$ cat src/rtl/tti_pkg.sv
// Package for the tensor transpose index remapper.
// Holds the shape limits, register indexes, shared struct types and helpers.
// Used by every module in the rtl folder.
`timescale 1ns / 1ps
`default_nettype none

package tti_pkg;

   // Shape and datapath limits.
   localparam int MAX_DIMS   = 4;
   localparam int ADDR_BITS  = 24;
   localparam int DIM_BITS   = 16;
   localparam int ELEM_W     = 32;
   localparam int RANK_W     = 3;
   localparam int AXIS_W     = 3;
   localparam int AXN_W      = RANK_W + 1;
   localparam int IDX_W      = (MAX_DIMS > 1) ? $clog2(MAX_DIMS) : 1;
   localparam int CSR_IDX_W  = 3;
   localparam int CSR_DATA_W = 16;

   // Running product width: one above the address range so overflow is visible.
   localparam int ACC_W  = ADDR_BITS + 1;
   localparam int PROD_W = ACC_W + DIM_BITS;

   localparam logic [ACC_W-1:0] ADDR_LIMIT = ACC_W'(1) << ADDR_BITS;
   localparam logic [ACC_W-1:0] ACC_SAT    = ADDR_LIMIT + ACC_W'(1);

   // Output stream data: address and element packed, padded to whole bytes.
   localparam int RSP_DATA_W  = ADDR_BITS + ELEM_W;
   localparam int RSP_TDATA_W = ((RSP_DATA_W + 7) / 8) * 8;

   // Register reset values.
   localparam logic [RANK_W-1:0]   RANK_RESET        = RANK_W'(2);
   localparam logic [DIM_BITS-1:0] SIZE_RESET        = DIM_BITS'(1);
   localparam logic [AXIS_W-1:0]   SWAP_FIRST_RESET  = AXIS_W'(0);
   localparam logic [AXIS_W-1:0]   SWAP_SECOND_RESET = AXIS_W'(1);

   // Configuration register indexes.
   typedef enum logic [CSR_IDX_W-1:0] {
      CSR_RANK        = 3'd0,
      CSR_SIZE_DIM0   = 3'd1,
      CSR_SIZE_DIM1   = 3'd2,
      CSR_SIZE_DIM2   = 3'd3,
      CSR_SIZE_DIM3   = 3'd4,
      CSR_SWAP_FIRST  = 3'd5,
      CSR_SWAP_SECOND = 3'd6
   } csr_index_type;

   // Stride sequencer states.
   typedef enum logic [1:0] {
      SEQ_IDLE,
      SEQ_STRIDE,
      SEQ_DELTA
   } seq_state_type;

   typedef logic [MAX_DIMS-1:0][DIM_BITS-1:0]  dim_vec_type;
   typedef logic [MAX_DIMS-1:0][ADDR_BITS-1:0] addr_vec_type;

   // Shape state handed from the configuration block to the index walker.
   typedef struct packed {
      logic              busy;
      logic              restart;
      logic              fault;
      logic [RANK_W-1:0] rank;
      dim_vec_type       size;
      addr_vec_type      delta;
   } cfg_state_type;

   // One result transaction.
   typedef struct packed {
      logic                 fault;
      logic                 is_last;
      logic [ELEM_W-1:0]    elem_out;
      logic [ADDR_BITS-1:0] dest_addr;
   } rsp_type;

   // Position of input axis i in the output shape: the two swapped axes trade places.
   function automatic logic [IDX_W-1:0] swap_pos(
      input logic [IDX_W-1:0] i,
      input logic [IDX_W-1:0] a,
      input logic [IDX_W-1:0] b
   );
      logic [IDX_W-1:0] p;
      p = i;
      if (i == a) begin
         p = b;
      end else if (i == b) begin
         p = a;
      end
      return p;
   endfunction

endpackage

`default_nettype wire

$ cat src/rtl/tti_skid.sv
// Two-entry output stage for result transactions: output register plus skid register.
// Depends on tti_pkg for the result struct.
`timescale 1ns / 1ps
`default_nettype none

module tti_skid
   import tti_pkg::*;
(
   input  wire logic    clock,
   input  wire logic    reset,
   input  wire logic    in_valid,
   output logic         in_ready,
   input  wire rsp_type in_data,
   output logic         out_valid,
   input  wire logic    out_ready,
   output rsp_type      out_data
);

   logic    main_valid_ff, main_valid_in;
   logic    skid_valid_ff, skid_valid_in;
   rsp_type main_ff, main_in;
   rsp_type skid_ff, skid_in;
   logic    push, pop;

   // Ready depends only on registered state, so the two sides stay decoupled.
   assign in_ready  = !skid_valid_ff;
   assign out_valid = main_valid_ff;
   assign out_data  = main_ff;

   assign push = in_valid && in_ready;
   assign pop  = main_valid_ff && out_ready;

   // Next state of the two entries.
   always_comb begin
      main_valid_in = main_valid_ff;
      skid_valid_in = skid_valid_ff;
      main_in       = main_ff;
      skid_in       = skid_ff;
      if (skid_valid_ff) begin
         if (pop) begin
            main_in       = skid_ff;
            skid_valid_in = 1'b0;
         end
      end else if (push) begin
         if (!main_valid_ff || pop) begin
            main_in       = in_data;
            main_valid_in = 1'b1;
         end else begin
            skid_in       = in_data;
            skid_valid_in = 1'b1;
         end
      end else if (pop) begin
         main_valid_in = 1'b0;
      end
   end

   always_ff @(posedge clock) begin
      if (reset) begin
         main_valid_ff <= 1'b0;
         skid_valid_ff <= 1'b0;
      end else begin
         main_valid_ff <= main_valid_in;
         skid_valid_ff <= skid_valid_in;
      end
   end

   always_ff @(posedge clock) begin
      main_ff <= main_in;
      skid_ff <= skid_in;
   end

   // The skid entry is only ever filled behind a full output register.
   assert property (@(posedge clock) disable iff (reset) skid_valid_ff |-> main_valid_ff)
      else $error("skid entry holds data while output register is empty");

   // A held skid entry moves forward as soon as the output register drains.
   assert property (@(posedge clock) disable iff (reset)
      skid_valid_ff && pop |=> main_valid_ff && !skid_valid_ff && main_ff == $past(skid_ff))
      else $error("skid entry was not forwarded on drain");

endmodule

`default_nettype wire

$ cat src/rtl/tti_cfg.sv
// Configuration registers, shape checks and the stride sequencer.
// Computes the output strides and per-axis address steps with a shared datapath of two multipliers.
// Depends on tti_pkg.
`timescale 1ns / 1ps
`default_nettype none

module tti_cfg
   import tti_pkg::*;
(
   input  wire logic                  clock,
   input  wire logic                  reset,
   input  wire logic                  csr_wen,
   input  wire logic [CSR_IDX_W-1:0]  csr_index,
   input  wire logic [CSR_DATA_W-1:0] csr_wdata,
   output cfg_state_type              cfg
);

   logic [RANK_W-1:0] rank_ff;
   dim_vec_type       size_ff;
   logic [AXIS_W-1:0] swap_first_ff;
   logic [AXIS_W-1:0] swap_second_ff;

   seq_state_type        state_ff, state_in;
   logic [IDX_W-1:0]     idx_ff, idx_in;
   logic [ACC_W-1:0]     acc_ff, acc_in;
   logic [ADDR_BITS-1:0] sum_ff, sum_in;
   addr_vec_type         ostr_ff, ostr_in;
   addr_vec_type         delta_ff, delta_in;

   logic                    restart;
   logic signed [AXN_W-1:0] rank_s, a_raw, b_raw, a_norm, b_norm;
   logic                    rank_bad, axis_bad, size_zero, too_large;
   logic [IDX_W-1:0]        axis_a, axis_b, pos_idx, size_addr;
   logic [DIM_BITS-1:0]     size_sel;
   logic [ADDR_BITS-1:0]    str_sel, size_m1, term;
   logic [PROD_W-1:0]       prod;
   logic                    used;

   // Any write to a known register starts a new tensor.
   assign restart = csr_wen && (csr_index <= CSR_IDX_W'(CSR_SWAP_SECOND));

   // Register writes.
   always_ff @(posedge clock) begin
      if (reset) begin
         rank_ff        <= RANK_RESET;
         size_ff        <= {MAX_DIMS{SIZE_RESET}};
         swap_first_ff  <= SWAP_FIRST_RESET;
         swap_second_ff <= SWAP_SECOND_RESET;
      end else if (csr_wen) begin
         unique case (csr_index_type'(csr_index))
            CSR_RANK:        rank_ff        <= csr_wdata[RANK_W-1:0];
            CSR_SIZE_DIM0:   size_ff[0]     <= csr_wdata[DIM_BITS-1:0];
            CSR_SIZE_DIM1:   size_ff[1]     <= csr_wdata[DIM_BITS-1:0];
            CSR_SIZE_DIM2:   size_ff[2]     <= csr_wdata[DIM_BITS-1:0];
            CSR_SIZE_DIM3:   size_ff[3]     <= csr_wdata[DIM_BITS-1:0];
            CSR_SWAP_FIRST:  swap_first_ff  <= csr_wdata[AXIS_W-1:0];
            CSR_SWAP_SECOND: swap_second_ff <= csr_wdata[AXIS_W-1:0];
            default: begin
            end
         endcase
      end
   end

   // Axis normalization: a negative axis counts from the end.
   always_comb begin
      rank_s   = signed'(AXN_W'(rank_ff));
      a_raw    = AXN_W'(signed'(swap_first_ff));
      b_raw    = AXN_W'(signed'(swap_second_ff));
      a_norm   = (a_raw < 0) ? a_raw + rank_s : a_raw;
      b_norm   = (b_raw < 0) ? b_raw + rank_s : b_raw;
      axis_bad = (a_norm < 0) || (a_norm >= rank_s) || (b_norm < 0) || (b_norm >= rank_s);
      axis_a   = a_norm[IDX_W-1:0];
      axis_b   = b_norm[IDX_W-1:0];
   end

   // Shape checks; the element count check reads the finished running product.
   always_comb begin
      rank_bad  = (rank_ff == '0) || (rank_ff > RANK_W'(MAX_DIMS));
      size_zero = 1'b0;
      for (int d = 0; d < MAX_DIMS; d++) begin
         if ((RANK_W'(d) < rank_ff) && (size_ff[d] == '0)) begin
            size_zero = 1'b1;
         end
      end
      too_large = acc_ff > ADDR_LIMIT;
   end

   // Shared datapath: one multiply per sequencer step.
   always_comb begin
      used      = RANK_W'(idx_ff) < rank_ff;
      pos_idx   = swap_pos(idx_ff, axis_a, axis_b);
      size_addr = (state_ff == SEQ_STRIDE) ? pos_idx : idx_ff;
      size_sel  = size_ff[size_addr];
      str_sel   = ostr_ff[pos_idx];
      prod      = PROD_W'(acc_ff) * PROD_W'(size_sel);
      size_m1   = ADDR_BITS'(DIM_BITS'(size_sel - 1'b1));
      term      = size_m1 * str_sel;
   end

   // Sequencer. The stride pass walks the axes innermost first and keeps the running
   // product; the step pass folds the wrap of all inner axes into one address step each.
   always_comb begin
      state_in = state_ff;
      idx_in   = idx_ff;
      acc_in   = acc_ff;
      sum_in   = sum_ff;
      ostr_in  = ostr_ff;
      delta_in = delta_ff;
      if (restart) begin
         state_in = SEQ_STRIDE;
         idx_in   = IDX_W'(MAX_DIMS - 1);
         acc_in   = ACC_W'(1);
      end else begin
         unique case (state_ff)
            SEQ_IDLE: begin
            end
            SEQ_STRIDE: begin
               if (used) begin
                  ostr_in[idx_ff] = acc_ff[ADDR_BITS-1:0];
                  acc_in = (prod > PROD_W'(ADDR_LIMIT)) ? ACC_SAT : prod[ACC_W-1:0];
               end
               if (idx_ff == '0) begin
                  state_in = SEQ_DELTA;
                  idx_in   = IDX_W'(MAX_DIMS - 1);
                  sum_in   = '0;
               end else begin
                  idx_in = idx_ff - 1'b1;
               end
            end
            SEQ_DELTA: begin
               if (used) begin
                  delta_in[idx_ff] = str_sel - sum_ff;
                  sum_in = sum_ff + term;
               end
               if (idx_ff == '0) begin
                  state_in = SEQ_IDLE;
               end else begin
                  idx_in = idx_ff - 1'b1;
               end
            end
            default: begin
               state_in = SEQ_IDLE;
            end
         endcase
      end
   end

   // Reset runs the sequencer once so the reset shape is ready.
   always_ff @(posedge clock) begin
      if (reset) begin
         state_ff <= SEQ_STRIDE;
      end else begin
         state_ff <= state_in;
      end
   end

   always_ff @(posedge clock) begin
      if (reset) begin
         idx_ff <= IDX_W'(MAX_DIMS - 1);
         acc_ff <= ACC_W'(1);
         sum_ff <= '0;
      end else begin
         idx_ff <= idx_in;
         acc_ff <= acc_in;
         sum_ff <= sum_in;
      end
   end

   // Strides and steps of unused axes stay at a known value.
   always_ff @(posedge clock) begin
      if (reset) begin
         ostr_ff  <= '0;
         delta_ff <= '0;
      end else begin
         ostr_ff  <= ostr_in;
         delta_ff <= delta_in;
      end
   end

   assign cfg.busy    = (state_ff != SEQ_IDLE);
   assign cfg.restart = restart;
   assign cfg.fault   = rank_bad || axis_bad || size_zero || too_large;
   assign cfg.rank    = rank_ff;
   assign cfg.size    = size_ff;
   assign cfg.delta   = delta_ff;

   // A register write always restarts the stride pass.
   assert property (@(posedge clock) disable iff (reset) restart |=> state_ff == SEQ_STRIDE)
      else $error("register write did not restart the stride pass");

   // Address steps hold still once the sequencer is done.
   assert property (@(posedge clock) disable iff (reset)
      state_ff == SEQ_IDLE && !restart |=> $stable(delta_ff))
      else $error("address steps changed while idle");

endmodule

`default_nettype wire

$ cat src/rtl/tti_walk.sv
// Index walker: the per-axis odometer and the running output address.
// Builds one result per accepted transaction. Depends on tti_pkg.
`timescale 1ns / 1ps
`default_nettype none

module tti_walk
   import tti_pkg::*;
(
   input  wire logic              clock,
   input  wire logic              reset,
   input  wire cfg_state_type     cfg,
   input  wire logic              accept,
   input  wire logic [ELEM_W-1:0] elem_bits,
   output rsp_type                rsp
);

   dim_vec_type          digit_ff, digit_in;
   logic [ADDR_BITS-1:0] addr_ff, addr_in;
   logic [ADDR_BITS-1:0] step;
   logic                 last;
   logic                 odo_ok;

   // Odometer advance, innermost axis first. The axis that increments picks its step;
   // when every used axis wraps, the element is the last one and the address restarts.
   always_comb begin
      logic carry;
      logic in_use;
      logic maxed;
      carry    = 1'b1;
      step     = '0;
      digit_in = digit_ff;
      odo_ok   = 1'b1;
      for (int d = MAX_DIMS - 1; d >= 0; d--) begin
         in_use = RANK_W'(d) < cfg.rank;
         maxed  = digit_ff[d] == DIM_BITS'(cfg.size[d] - 1'b1);
         if (in_use && carry) begin
            if (maxed) begin
               digit_in[d] = '0;
            end else begin
               digit_in[d] = DIM_BITS'(digit_ff[d] + 1'b1);
               step        = cfg.delta[d];
            end
         end
         if (in_use) begin
            odo_ok = odo_ok && (digit_ff[d] < cfg.size[d]);
         end else begin
            odo_ok = odo_ok && (digit_ff[d] == '0);
         end
         carry = carry && (!in_use || maxed);
      end
      last    = carry;
      addr_in = last ? '0 : addr_ff + step;
   end

   // A faulted shape leaves the odometer where it is.
   always_ff @(posedge clock) begin
      if (reset || cfg.restart) begin
         digit_ff <= '0;
         addr_ff  <= '0;
      end else if (accept && !cfg.fault) begin
         digit_ff <= digit_in;
         addr_ff  <= addr_in;
      end
   end

   assign rsp.fault     = cfg.fault;
   assign rsp.is_last   = !cfg.fault && last;
   assign rsp.elem_out  = elem_bits;
   assign rsp.dest_addr = cfg.fault ? '0 : addr_ff;

   // Every digit stays inside its axis extent, and unused axes stay at zero.
   assert property (@(posedge clock) disable iff (reset) !cfg.busy && !cfg.fault |-> odo_ok)
      else $error("odometer digit outside its axis extent");

   // After the last element the walk starts again from the origin.
   assert property (@(posedge clock) disable iff (reset)
      accept && rsp.is_last && !cfg.restart |=> addr_ff == '0 && digit_ff == '0)
      else $error("walk did not return to origin after last element");

endmodule

`default_nettype wire

$ cat src/rtl/tensor_transpose_index_remap.sv
// Top level of the two-axis tensor transpose index remapper.
// Instantiates tti_cfg, tti_walk and tti_skid; depends on tti_pkg.
//
// Usage:
// Elements of the input tensor arrive on the req_ channel in row-major order, one
// 32-bit word per transaction. Each accepted transaction yields exactly one result
// transaction on the rsp_ channel: the flat address of the element in the tensor with
// the two selected axes exchanged, the element unchanged, tlast on the final element
// of the tensor, and tuser set when the shape or axis setting is unusable (then the
// address is zero, tlast is low and the walk does not advance).
// Each accepted transaction is registered in the output stage before rsp_tvalid. Throughput
// is one transaction per cycle unless the receiver stalls or the stride sequencer runs.
// The shape is programmed through csr_ while no transactions are in flight. Each write
// to a known register, and reset itself, restarts the walk at the tensor origin and
// runs the stride sequencer, which steps its two multipliers through the stride and step passes;
// req_tready stays low while it runs.
// When the receiver stalls, a two-entry output stage absorbs one more transaction
// before req_tready drops, and no result is lost or repeated.
`timescale 1ns / 1ps
`default_nettype none

module tensor_transpose_index_remap
   import tti_pkg::*;
(
   input  wire logic                   clock,
   input  wire logic                   reset,
   // Input transactions. req_tdata: [31:0] elem_bits.
   input  wire logic                   req_tvalid,
   output logic                        req_tready,
   input  wire logic [ELEM_W-1:0]      req_tdata,
   // Result transactions. rsp_tdata: [23:0] dest_addr, [55:24] elem_out.
   output logic                        rsp_tvalid,
   input  wire logic                   rsp_tready,
   output logic [RSP_TDATA_W-1:0]      rsp_tdata,
   output logic                        rsp_tlast,
   // rsp_tuser: [0] fault.
   output logic                        rsp_tuser,
   // Configuration writes.
   input  wire logic                   csr_wen,
   input  wire logic [CSR_IDX_W-1:0]   csr_index,
   input  wire logic [CSR_DATA_W-1:0]  csr_wdata
);

   cfg_state_type cfg;
   rsp_type       walk_rsp;
   rsp_type       out_rsp;
   logic          accept;
   logic          skid_ready;

   assign req_tready = !cfg.busy && skid_ready;
   assign accept     = req_tvalid && req_tready;

   tti_cfg u_cfg (
      .clock     (clock),
      .reset     (reset),
      .csr_wen   (csr_wen),
      .csr_index (csr_index),
      .csr_wdata (csr_wdata),
      .cfg       (cfg)
   );

   tti_walk u_walk (
      .clock     (clock),
      .reset     (reset),
      .cfg       (cfg),
      .accept    (accept),
      .elem_bits (req_tdata),
      .rsp       (walk_rsp)
   );

   tti_skid u_skid (
      .clock     (clock),
      .reset     (reset),
      .in_valid  (accept),
      .in_ready  (skid_ready),
      .in_data   (walk_rsp),
      .out_valid (rsp_tvalid),
      .out_ready (rsp_tready),
      .out_data  (out_rsp)
   );

   // Pack the result fields onto the stream ports.
   assign rsp_tdata = RSP_TDATA_W'({out_rsp.elem_out, out_rsp.dest_addr});
   assign rsp_tlast = out_rsp.is_last;
   assign rsp_tuser = out_rsp.fault;

endmodule

`default_nettype wire

$ cat config.mk
export PLATFORM = sky130hd
export DESIGN_NAME = tensor_transpose_index_remap
export DESIGN_NICKNAME = d
export VERILOG_FILES = /design/src/rtl/tti_pkg.sv /design/src/rtl/tti_skid.sv /design/src/rtl/tti_cfg.sv /design/src/rtl/tti_walk.sv /design/src/rtl/tensor_transpose_index_remap.sv
export SDC_FILE = /design/constraint.sdc
export NUM_CORES = 2
export LEC_CHECK = 0
export BUFFER_PORTS_ARGS = -buffer_cell sky130_fd_sc_hd__buf_4
export CAP_MARGIN = 10
export CORE_ASPECT_RATIO = 1.75
export CORE_UTILIZATION = 59
export CTS_CLUSTER_SIZE = 16
export DETAILED_ROUTE_END_ITERATION = 10
export GPL_TIMING_DRIVEN = 0
export MAX_ROUTING_LAYER = met4
export PLACE_DENSITY = 0.85
export SLEW_MARGIN = 40
export SYNTH_ARGS = -nofsm -noshare
export SYNTH_HDL_FRONTEND = slang
export SYNTH_SLANG_ARGS = --single-unit
$ cat constraint.sdc
create_clock -name clock -period 10.3 [get_ports clock]
set_input_delay 0.515 -clock clock [delete_from_list [all_inputs] [get_ports clock]]
set_output_delay 0.515 -clock clock [all_outputs]
set_load 0.005 [all_outputs]
==> flow_summary.toml <==
[yosys]
ys_ff_latch = 524
synth_top_area_share_pct = 22.7
syn-cell-area_um2 = 47500
synthCells = 5583
synth_area_leaders = "fa_1 23%, dfxtp_1 17%, nand2_1 8.2%"
synth.distinct_cells = 95
ys_warn_count = 0
synthArstFlopShare_pct = 0
synth_top_cell_by_area = "fa_1"
avgSynthCellArea_um2 = 8.52
synth_edf_count = 116
syn-num-nets = 6423
synth_seq_area_share_pct = 24.5
synthFlopType = "dfxtp_1"

[timing]
finalCritPeriodShare_pct = 102
min_period_ns = 10.54
drv_slew = 0
hold_violations = 0
setup_ws_ns = -0.244
clock_skew_ns = 0.0292
holdWs_ns = 0.0877
rsz0062_at_grt = "yes"
max_clock_freq_mhz = 94.8
setup_violations = 27
worst_pin_slew_ns = 1.02
tns_ns = -2.95
relSlewSlack_pct = 32.0

[layout]
final_cells = 6974
final_util_pct = 68.6
area_growth_pct = 14.9
nets = 6725
multi_input_area_um2 = 33300
n_fill_cell = 5977
layout_commonest_cell = "nand2_1"
seqCellArea_um2 = 11700
final_cell_mix = "1031 x nand2_1, 726 x inv_1, 527 x fa_1"
layout-drive-gt1-share_pct = 12.2

[global_route]
grt_max_degree = 42
overflow = 0
grt_pass1_wl_um = 238000
grt_usage_pct = 39.4
first_global_vias = 43752
antenna_found_initial = 8

[drt]
antenna_left = 0
viasPerCell = 6.15
drt_iter0_drc = 4163
detail_route.wl_per_cell_um = 23.0
drc_errors = 2
dr.pass1.iters = 11
vias = 42914
wl_um = 160000

[setup_path]
crit_fanout = 7
cp_num_buf_inv = 6
crit_family = "adder cells"
slowest_stage = "a21oi_1"
cp-start-kind = "flip-flop"
crit_top_cell = "xnor2_1"
critPathCaptureType = "flip-flop"
criticalPathCategory = "flip-flop to flip-flop"
cp_slowest_stage_delay_ns = 0.65
cp.required_ns = 10.80
timing.rr.start = "u_cfg.rank_ff[0]"
worstSetupStartpoint = "u_cfg.rank_ff[0]"
crit_arrival_ns = 11.04

[flow_run]
maxCapViolCount = 0

[cts]
cts_hold_buf = 0
htree_levels = 2
tritoncts = "built"
cts_buffers = 45
insertion_delay_ns = 0.61
clockBufferDepth = 3
root_buffer = "clkbuf_16"
cts_sinks = 524
clkTransAtPathRegs_ns = 0.08

[power]
sw_frac_of_total_pct = 33.3
powerDensity_nw_per_um2 = 97.4
peakVddDrop_mv = 0.162
internal_power_uw = 3550
power_frac_seq_pct = 39.7
pwr-share-clk_pct = 33.3
p_leak_uw = 0.0230
power.switching_uw = 1770
p_comb_share_pct = 27.0

[die]
rows = 137
start_util_pct = 59.6
num_io_pins = 116
die_y_um = 378
core-area_um2 = 79700
die_width_um = 217
fp.dieArea_um2 = 81800

[placement]
port_buffers = 114
gp_congestion = 1.01
dpl.cell_count = 6750
dpl.hpwl_um = 119000

[hold_path]
hp-class = "input pin to flip-flop"
hp-start = "req_tdata[5]"

[status]
outcome = "finished with violations"
violations = "DRC, setup timing"
[cells in the mapped netlist (27+ instances only)]
cell and count:
a211oi_1 27, a21o_1 33, a21oi_1 395, a22oi_1 31, and2_1 187, and3_1 43, clkbuf_1 281, dfxtp_1 408
edfxtp_1 116, fa_1 538, ha_1 246, inv_1 735, mux2_2 74, mux2i_1 88, nand2_1 1039, nand2b_1 60
nand3_1 77, nor2_1 321, nor2b_1 39, nor3_1 64, o21ai_0 139, or3_1 40, xnor2_1 162, xor2_1 84
[flip-flops by register name, summed over array words and instances, names as in the netlist]
name / cells
u_cfg.rank_ff: 3
u_cfg.ostr_ff: 96
u_skid.out_data: 58
u_walk.digit_ff: 64
u_skid.skid_valid_ff: 1
u_cfg.sum_ff: 24
u_cfg.swap_second_ff: 3
u_skid.out_valid: 1
u_walk.addr_ff: 24
u_cfg.swap_first_ff: 3
u_cfg.acc_ff: 25
u_skid.skid_ff: 58
u_cfg.state_ff: 2
u_cfg.idx_ff: 2
u_cfg.cfg: 160
[final cells by class]
class | count | share of cell area, %
buffer | 304 | 3.19
timing repair buffer | 262 | 4.33
clock inverter | 21 | 0.380
sequential | 524 | 21.3
clock buffer | 61 | 2.34
inverter | 740 | 5.10
tap | 1042 | 2.39
multi-input combinational | 4008 | 60.9
antenna | 12 | 0.0550
[power by group through the flow]
stage                     registers [uW]  logic, uW  clock network (uW)
final                               2120       1440                1770
after global routing                2120       1510                1830
after CTS                           2110       1260                1760
after detailed placement            2160       1130                   0
after floorplan                     2160        734                   0
after global placement              2160       1090                   0
[worst paths after layout]
check	endpoint	slack, ns	depth (start not counted)
worst max-delay path	u_cfg.sum_ff[23]	-0.24	36
worst min-delay path	u_skid.skid_ff[29]	0.09	1
worst max register to register	u_cfg.sum_ff[23]	-0.24	36
worst min register to register	u_cfg.ostr_ff[2]	0.46	2
[worst reg2reg max path, delay by kind of cell, from the launching register on]
family          cells  cell delay, ns
fa+ha+maj           8            3.66
xor+xnor           11            2.28
compound gates      5            1.35
simple gates        3            1.12
buf+inv             6            0.92
mux                 3            0.71
flops               1            0.38
[metal layers]
layer | GRT usage [%] | wire length, um
met1 | 35.5 | 47100
met2 | 67.5 | 78300
met3 | 8.04 | 14400
met4 | 39.6 | 20600
met5 | - | 0
[what timing repair did]
item | 4_1_cts | 5_1_grt
gates cloned | 1 | 5
resized for setup | 275 | 224
endpoints found under the setup margin | 43 | 30
pin swaps | 46 | 101
setup buffers | 69 | 62
[stage by stage]
stage	worst slack (ns)	cell area [um2]	power, uW
6_report	-0.244	54600	5320
4_1_cts	0.00524	53300	5140
2_1_floorplan	0.534	47500	2890
5_1_grt	-0.404	54600	5460
3_5_place_dp	-3.04	50100	3290
3_3_place_gp	-3.44	49700	3250
[cells by family after synthesis]
kind of cell	count (synthesis)	synth area share (%)
compound gates	813	10.4
simple gates	1993	18.9
buf+inv	1051	8.44
fa+ha+maj	784	29.1
flops	524	24.5
xor+xnor	250	4.72
mux	168	3.87
(Power assumes the default switching activity.)
